==> src/rtl/c2p_pkg.sv <==
// Shared types, constants and the elementary angle table of the polar converter.
package c2p_pkg;

	localparam int GUARD = 14;                     // guard bits below the input LSB
	localparam int ZW    = 28;                     // angle accumulator, radians * 2^24
	localparam int AW    = 17;                     // output angle, radians * 2^13
	localparam int MAGW  = 16;                     // output magnitude
	localparam int RSH   = 11;                     // Q24 -> Q13
	localparam int LOW_W = 16;                     // low slice of x in the gain multiply
	localparam logic [31:0] INV_GAIN_Q32 = 32'h9B74_EDA8;
	localparam logic signed [AW-1:0] HALF_PI_Q13 = 17'sd12868;
	localparam logic signed [AW-1:0] PI_Q13      = 17'sd25736;

	// Per-word flags that travel beside the datapath.
	typedef struct packed {
		logic             neg;     // real part negative, pi added at the end
		logic             axis;    // real part zero
		logic             im_pos;  // imaginary part strictly positive
		logic [MAGW-1:0]  abs_im;  // magnitude used on the imaginary axis
	} c2p_side_t;

	// atan(2^-i) in radians * 2^24, rounded to nearest.
	function automatic logic signed [ZW-1:0] elem_angle(input int unsigned i);
		logic signed [ZW-1:0] a;
		case (i)
			0: a = 28'sd13176795;
			1: a = 28'sd7778716;
			2: a = 28'sd4110060;
			3: a = 28'sd2086331;
			4: a = 28'sd1047214;
			5: a = 28'sd524117;
			6: a = 28'sd262123;
			7: a = 28'sd131069;
			8: a = 28'sd65536;
			default: begin
				if (i > 24) a = '0;
				else        a = ZW'(1) <<< (24 - i);
			end
		endcase
		return a;
	endfunction

endpackage

==> src/rtl/c2p_prep.sv <==
// Input stage: width extension, rotation by pi for a negative real part, guard scaling.
module c2p_prep
	import c2p_pkg::*;
#(
	parameter int DATA_WIDTH = 16,
	parameter int IW         = 16,
	parameter int XW         = 33
) (
	input  logic                 clk,
	input  logic                 arst_n,
	input  logic                 en,
	input  logic                 valid,
	input  logic signed [15:0]   real_part,
	input  logic signed [15:0]   imag_part,
	output logic                 valid_s1,
	output logic signed [XW-1:0] x_s1,
	output logic signed [XW-1:0] y_s1,
	output logic signed [ZW-1:0] z_s1,
	output c2p_side_t            side_s1
);

	logic signed [IW-1:0] re_e;
	logic signed [IW-1:0] im_e;
	logic signed [XW-1:0] re_x;
	logic signed [XW-1:0] im_x;
	logic signed [XW-1:0] abs_x;
	logic                 neg;
	c2p_side_t            side;

	generate
		if (DATA_WIDTH > 16) begin : g_wide
			// read the field as non-negative
			assign re_e = {1'b0, real_part};
			assign im_e = {1'b0, imag_part};
		end else begin : g_narrow
			assign re_e = real_part[IW-1:0];
			assign im_e = imag_part[IW-1:0];
		end
	endgenerate

	always_comb begin
		re_x  = XW'(re_e);
		im_x  = XW'(im_e);
		neg   = re_e < 0;
		abs_x = (im_e < 0) ? -im_x : im_x;
		side.neg    = neg;
		side.axis   = (re_e == '0);
		side.im_pos = (im_e > 0);
		side.abs_im = abs_x[MAGW-1:0];
	end

	always_ff @(posedge clk or negedge arst_n) begin
		if (!arst_n) begin
			valid_s1 <= 1'b0;
		end else if (en) begin
			valid_s1 <= valid;
		end
	end

	always_ff @(posedge clk) begin
		if (en) begin
			x_s1    <= (neg ? -re_x : re_x) <<< GUARD;
			y_s1    <= (neg ? -im_x : im_x) <<< GUARD;
			z_s1    <= '0;
			side_s1 <= side;
		end
	end

endmodule

==> config.mk <==
export PLATFORM = sky130hd
export DESIGN_NAME = c2p_prep
export DESIGN_NICKNAME = d
export VERILOG_FILES = /design/src/rtl/c2p_pkg.sv /design/src/rtl/c2p_prep.sv
export SDC_FILE = /design/constraint.sdc
export NUM_CORES = 1
export LEC_CHECK = 0
export ABC_AREA = 1
export BUFFER_PORTS_ARGS = -buffer_cell sky130_fd_sc_hd__buf_2
export CORE_MARGIN = 2
export CORE_UTILIZATION = 42
export DETAILED_ROUTE_END_ITERATION = 8
export PLACE_DENSITY = 0.68
export SYNTH_ARGS = -nofsm -noshare
export SYNTH_HDL_FRONTEND = slang
export SYNTH_SLANG_ARGS = --single-unit
==> constraint.sdc <==
create_clock -name clk -period 1.5 [get_ports clk]
set_input_delay 0.075 -clock clk [delete_from_list [all_inputs] [get_ports clk]]
set_output_delay 0.075 -clock clk [all_outputs]
set_load 0.02 [all_outputs]
==> impl_metrics.ini <==
[pwr]
p_clk_frac = 0.331
p_seq_frac = 0.466
total_power_mw = 4.21
p_int_mw = 2.93
peakVddDrop_mv = 0.377
combinationalPowerShare = 0.203
leakagePower_nw = 2.00
sw_frac_of_total = 0.303
p_sw_mw = 1.28
p_per_area_nw_per_um2 = 1030

[setup_path]
cp.required_ns = 1.58
arrival_ns = 1.19
path_class = primary input to flip-flop
cp_max_fo = 3
cp-end-kind = flip-flop
worstSetupStartpointType = primary input

[clock_network]
cts_setup_buffers = 0
clock_path_buffers = 2
insertion_delay_ns = 0.34
path_clk_slew_ns = 0.07
cts-root-buf = clkbuf_8
cts_buffers = 9
cts_tree = done
cts.sinks = 57
htreeDepth = 3
cts_resized = 0

[cells_and_area]
regArea_um2 = 1710
nFillCells = 773
diodes = 0
multi_input_area_um2 = 1290
finish.net_count = 526
final_area_um2 = 4070
area_delta_synth_final_pct = 20.2
drive_gt1_frac = 0.272

[sta]
rsz0062_at_grt = no
final_hold_viol_count = 0
slew_violations = 0
slew_headroom = 0.662
worst_pin_slew_ns = 0.507
min_period_ns = 1.10
finalSetupViolCount = 0
timing.setup.tns_ns = 0
finalCritPeriodShare = 0.736
max_clock_freq_ghz = 0.906
clock_skew_ns = 0

[global_route]
grt_pass1_wl_um = 10300
grt_max_degree = 35
grt-ovfl-total = 0
grt_usage = 0.154
grt_pass1_vias = 2357
busiest_layer = met2
antenna_found_initial = 0
use_met3 = 0.0554
grt_use_met2 = 0.261
grt_util_met1 = 0.176

[yosys]
netlist_area_um2 = 3380
synth-seq-area-share = 0.505
synth_cells = 377
synth_cell_types = 26
ys_warn_count = 0
synth_area_per_cell_um2 = 8.97
ys_seq_elements = 57

[die]
die_x_um = 93.7
core_area_um2 = 7770
die-area_um2 = 8790
rows = 32
die-height_um = 93.7
io_pins = 150
start_util = 0.435

[placed_design]
io_buffers = 93
dp_hpwl_um = 5220
gp_congestion = 0.894
place_area_um2 = 3830

[job]
maxCapViolations = 0

[detailed_routing]
dr.pass1.iters = 4
viasPerCell = 4.45
ant_nets = 0
remaining_drc_errors = 0
drt_iter0_drc = 91
routed_wl_um = 6700
vias = 2642
wire_per_inst_um = 11.3

[run_status]
status = complete, no violations

[min_path]
hold_class = primary input to async pin
## through the flow
stage	instances	utilization	hold WS, ns	worst slack, ns
2_1_floorplan	435	-	-0.221	0.117
3_3_place_gp	574	0.493	-0.150	0.0725
3_5_place_dp	574	0.493	-0.149	0.0379
4_1_cts	594	0.523	0.0248	0.397
5_1_grt	594	0.523	0.0388	0.326
6_report	594	0.523	0.0384	0.396
## flip-flops by register name, summed over array words and instances, names as in the netlist
register / flops
x_s1: 19
valid_s1: 1
y_s1: 19
side_s1: 18
## metal layers
layer | vias up | part of all wire
met1 | 1187 | 0.38
met2 | 128 | 0.50
met5 | - | 0
met3 | 13 | 0.10
met4 | 0 | 0.019
li1 | 1314 | -
## worst paths after layout
| kind | endpoint | slack (ns) | depth (start not counted) | startpoint |
|---|---|---|---|---|
| min | valid_s1 | 0.04 | 2 | arst_n |
| min reg2reg | valid_s1 | 0.50 | 1 | valid_s1 |
| min in group clk | x_s1[27] | 0.04 | 3 | real_part[13] |
| max | y_s1[30] | 0.40 | 10 | imag_part[1] |
| max reg2reg | valid_s1 | 0.77 | 1 | valid_s1 |
| max in group asynchronous | valid_s1 | 1.38 | 2 | arst_n |
## cells in the final DEF, fill, tap and decap left out
cell | netlist | layout
xnor2_1 | 4 | 4
inv_1 | 35 | 35
nor2_4 | 3 | 3
clkinv_4 | 0 | 2
clkinv_1 | 0 | 1
nor2_1 | 25 | 25
nor2_2 | 3 | 3
bufinv_16 | 0 | 1
nand4_1 | 3 | 3
inv_2 | 2 | 2
nand3b_1 | 2 | 2
ha_1 | 3 | 3
dfrtp_1 | 1 | 1
o21ai_0 | 10 | 10
nand2_1 | 110 | 110
edfxtp_1 | 56 | 56
clkbuf_8 | 0 | 9
clkinvlp_4 | 0 | 2
dlygate4sd3_1 | 0 | 4
nand3_1 | 25 | 25
xor2_1 | 10 | 10
mux2_2 | 1 | 1
nand2_4 | 1 | 1
buf_2 | 8 | 93
conb_1 | 1 | 59
buf_4 | 57 | 6
buf_12 | 0 | 3
nor3_1 | 2 | 2
clkinv_2 | 0 | 1
nand2_2 | 4 | 4
o21ai_2 | 2 | 2
nor2_8 | 1 | 1
nor4_1 | 1 | 1
o21ai_1 | 7 | 7
## Yosys cell counts
cell      count  area [um2]
nand2_1     110         413
buf_4        57         428
edfxtp_1     56        1680
inv_1        35         131
nand3_1      25         125
nor2_1       25        93.8
o21ai_0      10        50.1
xor2_1       10        87.6
buf_2         8        40.0
o21ai_1       7        35.0
nand2_2       4        25.0
xnor2_1       4        35.0
ha_1          3        37.5
nand4_1       3        18.8
nor2_2        3        18.8
nor2_4        3        33.8
inv_2         2        7.51
nand3b_1      2        15.0
nor3_1        2        10.0
o21ai_2       2        17.5
conb_1        1        3.75
dfrtp_1       1        25.0
mux2_2        1        11.3
nand2_4       1        11.3
nor2_8        1        20.0
nor4_1        1        6.26
## worst max-delay path, cell delays in order
cell and delay [ns]:
buf_2 0.11, inv_1 0.09, ha_1 0.20, nand2_2 0.09, nor2_4 0.09, nand2_2 0.06, inv_1 0.05, nand4_1 0.07
ha_1 0.29, o21ai_1 0.06
## cells by family after synthesis
| family | count (synthesis) | synth area share |
|---|---|---|
| compound gates | 19 | 0.0303 |
| xor+xnor | 14 | 0.0363 |
| fa+ha+maj | 3 | 0.0111 |
| buf+inv | 102 | 0.179 |
| flops | 57 | 0.505 |
| mux | 1 | 0.00333 |
| other cells | 1 | 0.00111 |
| simple gates | 180 | 0.234 |
## timing repair
action                                  in CTS  in global routing
endpoints found under the setup margin       0                  0
endpoints found under the hold margin        4                  0
hold buffers                                 4                  0
## power by group through the flow
| stage | clock network (mW) | logic (mW) | registers [mW] |
|---|---|---|---|
| final | 1.39 | 0.855 | 1.96 |
| after detailed placement | 0 | 0.849 | 1.99 |
| after global routing | 1.52 | 0.933 | 1.97 |
| after floorplan | 0 | 0.460 | 2.19 |
| after CTS | 1.43 | 0.858 | 1.96 |
| after global placement | 0 | 0.839 | 1.99 |
## cell type report
cell class / count / share of cell area
clock buffer: 9 / 0.0305
clock inverter: 7 / 0.0175
inverter: 37 / 0.0342
multi-input combinational: 276 / 0.316
sequential: 57 / 0.420
tap: 102 / 0.0314
timing repair buffer: 106 / 0.150
Power figures use the tool's default switching activity.
