==> src/rtl/c2p_pkg.sv <==
// Shared types, constants and the elementary angle table of the polar converter.
package c2p_pkg;

	localparam int GUARD = 14;                     // guard bits below the input LSB
	localparam int ZW    = 28;                     // angle accumulator, radians * 2^24
	localparam int AW    = 17;                     // output angle, radians * 2^13
	localparam int MAGW  = 16;                     // output magnitude
	localparam int RSH   = 11;                     // Q24 -> Q13
	localparam int LOW_W = 16;                     // low slice of x in the gain multiply
	localparam logic [31:0] INV_GAIN_Q32 = 32'h9B74_EDA8;
	localparam logic signed [AW-1:0] HALF_PI_Q13 = 17'sd12868;
	localparam logic signed [AW-1:0] PI_Q13      = 17'sd25736;

	// Per-word flags that travel beside the datapath.
	typedef struct packed {
		logic             neg;     // real part negative, pi added at the end
		logic             axis;    // real part zero
		logic             im_pos;  // imaginary part strictly positive
		logic [MAGW-1:0]  abs_im;  // magnitude used on the imaginary axis
	} c2p_side_t;

	// atan(2^-i) in radians * 2^24, rounded to nearest.
	function automatic logic signed [ZW-1:0] elem_angle(input int unsigned i);
		logic signed [ZW-1:0] a;
		case (i)
			0: a = 28'sd13176795;
			1: a = 28'sd7778716;
			2: a = 28'sd4110060;
			3: a = 28'sd2086331;
			4: a = 28'sd1047214;
			5: a = 28'sd524117;
			6: a = 28'sd262123;
			7: a = 28'sd131069;
			8: a = 28'sd65536;
			default: begin
				if (i > 24) a = '0;
				else        a = ZW'(1) <<< (24 - i);
			end
		endcase
		return a;
	endfunction

endpackage

==> src/rtl/c2p_post.sv <==
// Output stages: gain correction as two partial products, angle rounding and axis override.
module c2p_post
	import c2p_pkg::*;
#(
	parameter int XW = 33
) (
	input  logic                 clk,
	input  logic                 arst_n,
	input  logic                 en,
	input  logic                 valid,
	input  logic signed [XW-1:0] x,
	input  logic signed [ZW-1:0] z,
	input  c2p_side_t            side,
	output logic                 valid_s2,
	output logic [MAGW-1:0]      mag_s2,
	output logic signed [AW-1:0] ang_s2,
	output logic                 axis_s2
);

	localparam int HW = XW - 1 - LOW_W;     // high slice of the non-negative x
	localparam int PW = XW + 32;            // product plus rounding
	localparam int MS = GUARD + 32;         // drop guard bits and Q32 gain

	logic [LOW_W-1:0]       xl;
	logic [HW-1:0]          xh;
	logic signed [ZW-1:0]   zr_w;
	logic signed [AW-1:0]   zr;
	logic signed [AW-1:0]   ang_c;
	logic [PW-1:0]          sum;
	logic [PW-1:0]          shf;
	logic [MAGW-1:0]        mag_c;

	logic                   valid_s1;
	logic [LOW_W+31:0]      plo_s1;
	logic [HW+31:0]         phi_s1;
	logic signed [AW-1:0]   ang_s1;
	c2p_side_t              side_s1;

	assign xl = x[LOW_W-1:0];
	assign xh = x[XW-2:LOW_W];

	always_comb begin
		zr_w = (z + ZW'(1024)) >>> RSH;
		zr   = zr_w[AW-1:0];
		if (zr > HALF_PI_Q13)       ang_c = HALF_PI_Q13;
		else if (zr < -HALF_PI_Q13) ang_c = -HALF_PI_Q13;
		else                        ang_c = zr;
		if (side.neg) ang_c = ang_c + PI_Q13;
	end

	always_comb begin
		sum = (PW'(phi_s1) << LOW_W) + PW'(plo_s1) + (PW'(1) << (MS - 1));
		shf = sum >> MS;
		if (shf > PW'(17'h0FFFF)) mag_c = '1;
		else                      mag_c = shf[MAGW-1:0];
	end

	always_ff @(posedge clk or negedge arst_n) begin
		if (!arst_n) begin
			valid_s1 <= 1'b0;
			valid_s2 <= 1'b0;
		end else if (en) begin
			valid_s1 <= valid;
			valid_s2 <= valid_s1;
		end
	end

	always_ff @(posedge clk) begin
		if (en) begin
			plo_s1  <= (LOW_W + 32)'(xl) * (LOW_W + 32)'(INV_GAIN_Q32);
			phi_s1  <= (HW + 32)'(xh) * (HW + 32)'(INV_GAIN_Q32);
			ang_s1  <= ang_c;
			side_s1 <= side;
			// the imaginary axis bypasses the rotation result
			mag_s2  <= side_s1.axis ? side_s1.abs_im : mag_c;
			ang_s2  <= side_s1.axis ? (side_s1.im_pos ? HALF_PI_Q13 : -HALF_PI_Q13) : ang_s1;
			axis_s2 <= side_s1.axis;
		end
	end

endmodule

==> config.mk <==
export PLATFORM = sky130hd
export DESIGN_NAME = c2p_post
export DESIGN_NICKNAME = d
export VERILOG_FILES = /design/src/rtl/c2p_pkg.sv /design/src/rtl/c2p_post.sv
export SDC_FILE = /design/constraint.sdc
export NUM_CORES = 1
export LEC_CHECK = 0
export BUFFER_PORTS_ARGS = -buffer_cell sky130_fd_sc_hd__buf_2
export CORE_MARGIN = 2
export CORE_UTILIZATION = 60
export DETAILED_ROUTE_END_ITERATION = 6
export GPL_TIMING_DRIVEN = 0
export HOLD_SLACK_MARGIN = 0.05
export PLACE_DENSITY = 0.81
export RECOVER_POWER = 50
export SLEW_MARGIN = 20
export SYNTH_ARGS = -nofsm -noshare
export SYNTH_HDL_FRONTEND = slang
export SYNTH_SLANG_ARGS = --single-unit
==> constraint.sdc <==
create_clock -name clk -period 4.7 [get_ports clk]
set_clock_uncertainty 0.05 [all_clocks]
set_input_delay 0.47 -clock clk [delete_from_list [all_inputs] [get_ports clk]]
set_output_delay 0.47 -clock clk [all_outputs]
set_load 0.005 [all_outputs]
==> impl_results.md <==
* Dpl cells at 2779
* Largest net degree at the start of global routing at 109
* Nets at 3192
* Initial Utilization at 60.73%
* Clock slew at reported path FFs at 70 ps
* RSZ-0062 raised after global routing: yes
* Initial antenna violation count at 0
* Synthesized flop and latch total at 145
* Grt ovf at 0
* Slew HR at -46.69%
* Worst Path Buf+Inv at 6
* GRT Util Overall at 29.29%
* Vias per Instance at 5.518
* Root buf cell: clkbuf_16
* WL final at 55.62 mm
* Worst endpoint required time at 4840 ps
* Final worst setup slack at -1437 ps
* Crit path kind: in -> reg
* Critical Path Fanout Max at 7
* Antenna viol nets, final at 0
* Sink Count at 145
* Synthesized instance count at 2164
* Fmax at 0.1629 GHz
* Non-Filler Instances at 2908
* Tcrit/Tclk final at 130.6%
* Period minus WS final at 6137 ps
* Final Slew Violations at 39
* Net count after synthesis at 2972
* Critical Path Sink Type: register
* Clock latency on the worst-skew pair at 440 ps
* Synth unique cells at 86
* Die area at 39520 µm²
* Post-route DRC at 0
* Clk buf depth at 2
* Outcome: finished with violations
* Drt first pass iters at 5
* H-tree depth at 4
* I/O Pins at 119
* Critical Path Source Type: primary input
* Final setup vio count at 60
* Failing checks: capacitance limit, slew limit, setup timing
* Ratio of cells with drive above 1 in the final layout at 21.28%
* CTS Buf Count at 17
* Core box area at 37490 µm²
* Slowest-stage cell, CP: fa_2
* Design area at 27020 µm²
* Diode count at 0
* Area grow syn2layout at 18.66%
* Worst path arrival time at 6280 ps
* Vias at 16.05k
* Num rows at 71
* Util after Layout at 72.07%
* Seq/Total Area, Yosys at 19.08%
* Max-cap viol count at 1
* WL per Instance at 19.13 µm
* Mapped Area at 22770 µm²
* IO buf count at 103
* Worst Hold Class: in -> reg
* YS warnings at 0
* DIE WIDTH at 198.8 µm
* Top FF cell, synth: edfxtp_1
* Critical Path Max Stage Delay at 550 ps
* Hold Vio Cnt, Final at 0
* Die span in y at 198.8 µm
* Syn avg cell area at 10.52 µm²
* Post-synth ARST share at 1.379%
* Post-DP HPWL at 44.63 mm
* CTS tree: done
* EDFF count, synth at 143
* Vias in the first global route at 17.45k
* Critical-path cell list: buf_4, fa_1, fa_1, inv_1, fa_1, inv_1, fa_2, inv_1, fa_2, fa_1, inv_2, ha_4, nand4_1, nor2_1, a221o_1, o21ai_2, and2_4, a211oi_4, a221oi_4, buf_6, o311ai_4, a31o_2, a21oi_2, xnor2_1
* Worst Tran Pin Value at 2200 ps
* Iteration-0 DRC Markers at 959
* Post-place instance area at 24550 µm²
* Crit path max-delay family: adder cells
* Most frequent cell on the critical path: fa_1
* First-pass GRT wire length at 88.32 mm
* Routability cong. at 0.9568
[synth_stat cells, types with 5 or more instances]
master	count	area, µm²
o31ai_1	6	45.04
xnor2_1	65	569.3
a21boi_0	5	37.54
o22ai_1	8	50.05
xor2_1	38	332.8
o211ai_1	5	37.54
edfxtp_1	143	4294
nand2b_1	16	100.1
nor3_1	18	90.09
and2_1	6	37.54
clkbuf_1	13	48.80
and3_1	8	50.05
fa_1	341	6827
a21o_1	56	420.4
nor2_1	79	296.5
o21a_1	23	172.7
a21oi_1	84	420.4
or2_2	12	75.07
inv_1	573	2151
nand3_1	20	100.1
and4_1	6	52.55
ha_1	383	4792
nor2b_1	14	87.58
nand4_1	11	68.82
o21ai_0	46	230.2
a31oi_1	7	43.79
nand2_1	60	225.2
a2bb2oi_1	14	122.6
[path summary, 6_finish.rpt]
check	startpoint	to	slack [ps]	cells past startpoint
worst min register to register	valid_s2	valid_s2	460	1
min in group asynchronous	arst_n	valid_s2	290	2
worst min-delay path	side[17]	side_s1[17]	150	1
worst max-delay path	x[2]	plo_s1[47]	-1440	24
worst max register to register	plo_s1[21]	mag_s2[9]	530	14
max in group asynchronous	arst_n	valid_s1	4180	2
[routing by layer]
layer | vias to the layer above | GRT usage (%) | share of wire, %
met4 | 0 | 7.739 | 2.2
met3 | 82 | 7.053 | 6.3
met5 | - | 0 | 0
li1 | 7450 | - | -
met2 | 437 | 47.54 | 48
met1 | 8077 | 39.61 | 44
[flip-flops by register name (all words and copies together) (netlist names)]
name      cells
phi_s1       45
plo_s1       29
side_s1      18
ang_s1       17
ang_s2       17
mag_s2       16
axis_s2       1
valid_s1      1
valid_s2      1
[cells by family (layout without fill, tap and decap cells)]
| family | after synthesis | count (layout) | synth area share, % |
|---|---|---|---|
| muxes | 7 | 7 | 0.3242 |
| buffers and inverters | 593 | 826 | 9.875 |
| AOI/OAI and AO/OA | 313 | 313 | 9.419 |
| xor gates and xnor gates | 105 | 105 | 4.105 |
| adders and majority gates | 724 | 724 | 51.03 |
| and+or+nand+nor | 277 | 277 | 6.166 |
| DFF | 145 | 145 | 19.08 |
[cell type report]
type,instances,area [µm²]
inverters,574,2163
fillers,2648,10470
repair buffers,201,1564
flip-flops and latches,145,4344
well taps,511,639.4
plain buffers,19,118.9
multi-input cells,1426,17620
clock buffers,19,442.9
clock inverters,13,127.6
[cell usage in the layout, fill, tap and decap left out, types with 13 or more instances in the layout]
cell,instances
nor2_1,67
clkbuf_16,17
o21a_1,23
buf_4,82
nand2_1,56
ha_4,52
xor2_1,29
inv_2,42
inv_1,528
nor3_1,15
nand3_1,20
buf_6,37
a21oi_2,27
nand2b_1,15
fa_2,26
edfxtp_1,143
nor2b_1,13
fa_1,315
ha_1,325
a21o_1,55
xnor2_1,56
a21oi_1,58
buf_2,73
clkbuf_1,13
a2bb2oi_1,13
o21ai_0,32
[through the flow]
stage	setup WS (ps)	setup TNS (ps)	hold slack, ps
finish	-1437	-54970	152.8
global route	-1606	-66740	148.4
CTS	-1347	-48120	144.2
detailed placement	-2262	-96940	207.0
global placement	-2208	-92620	203.5
floorplan	-1258	-41350	124.4
[timing repair]
action / CTS / global route
setup endpoints to repair: 63 / 64
resized for setup: 190 / 99
endpoints found under the hold margin: 2 / 0
hold buffers: 1 / 0
buffers inserted: 78 / 27
pin swaps: 127 / 76
Power is not shown: default switching activity piles up to over one toggle a cycle in this logic, so the estimate is an artifact.
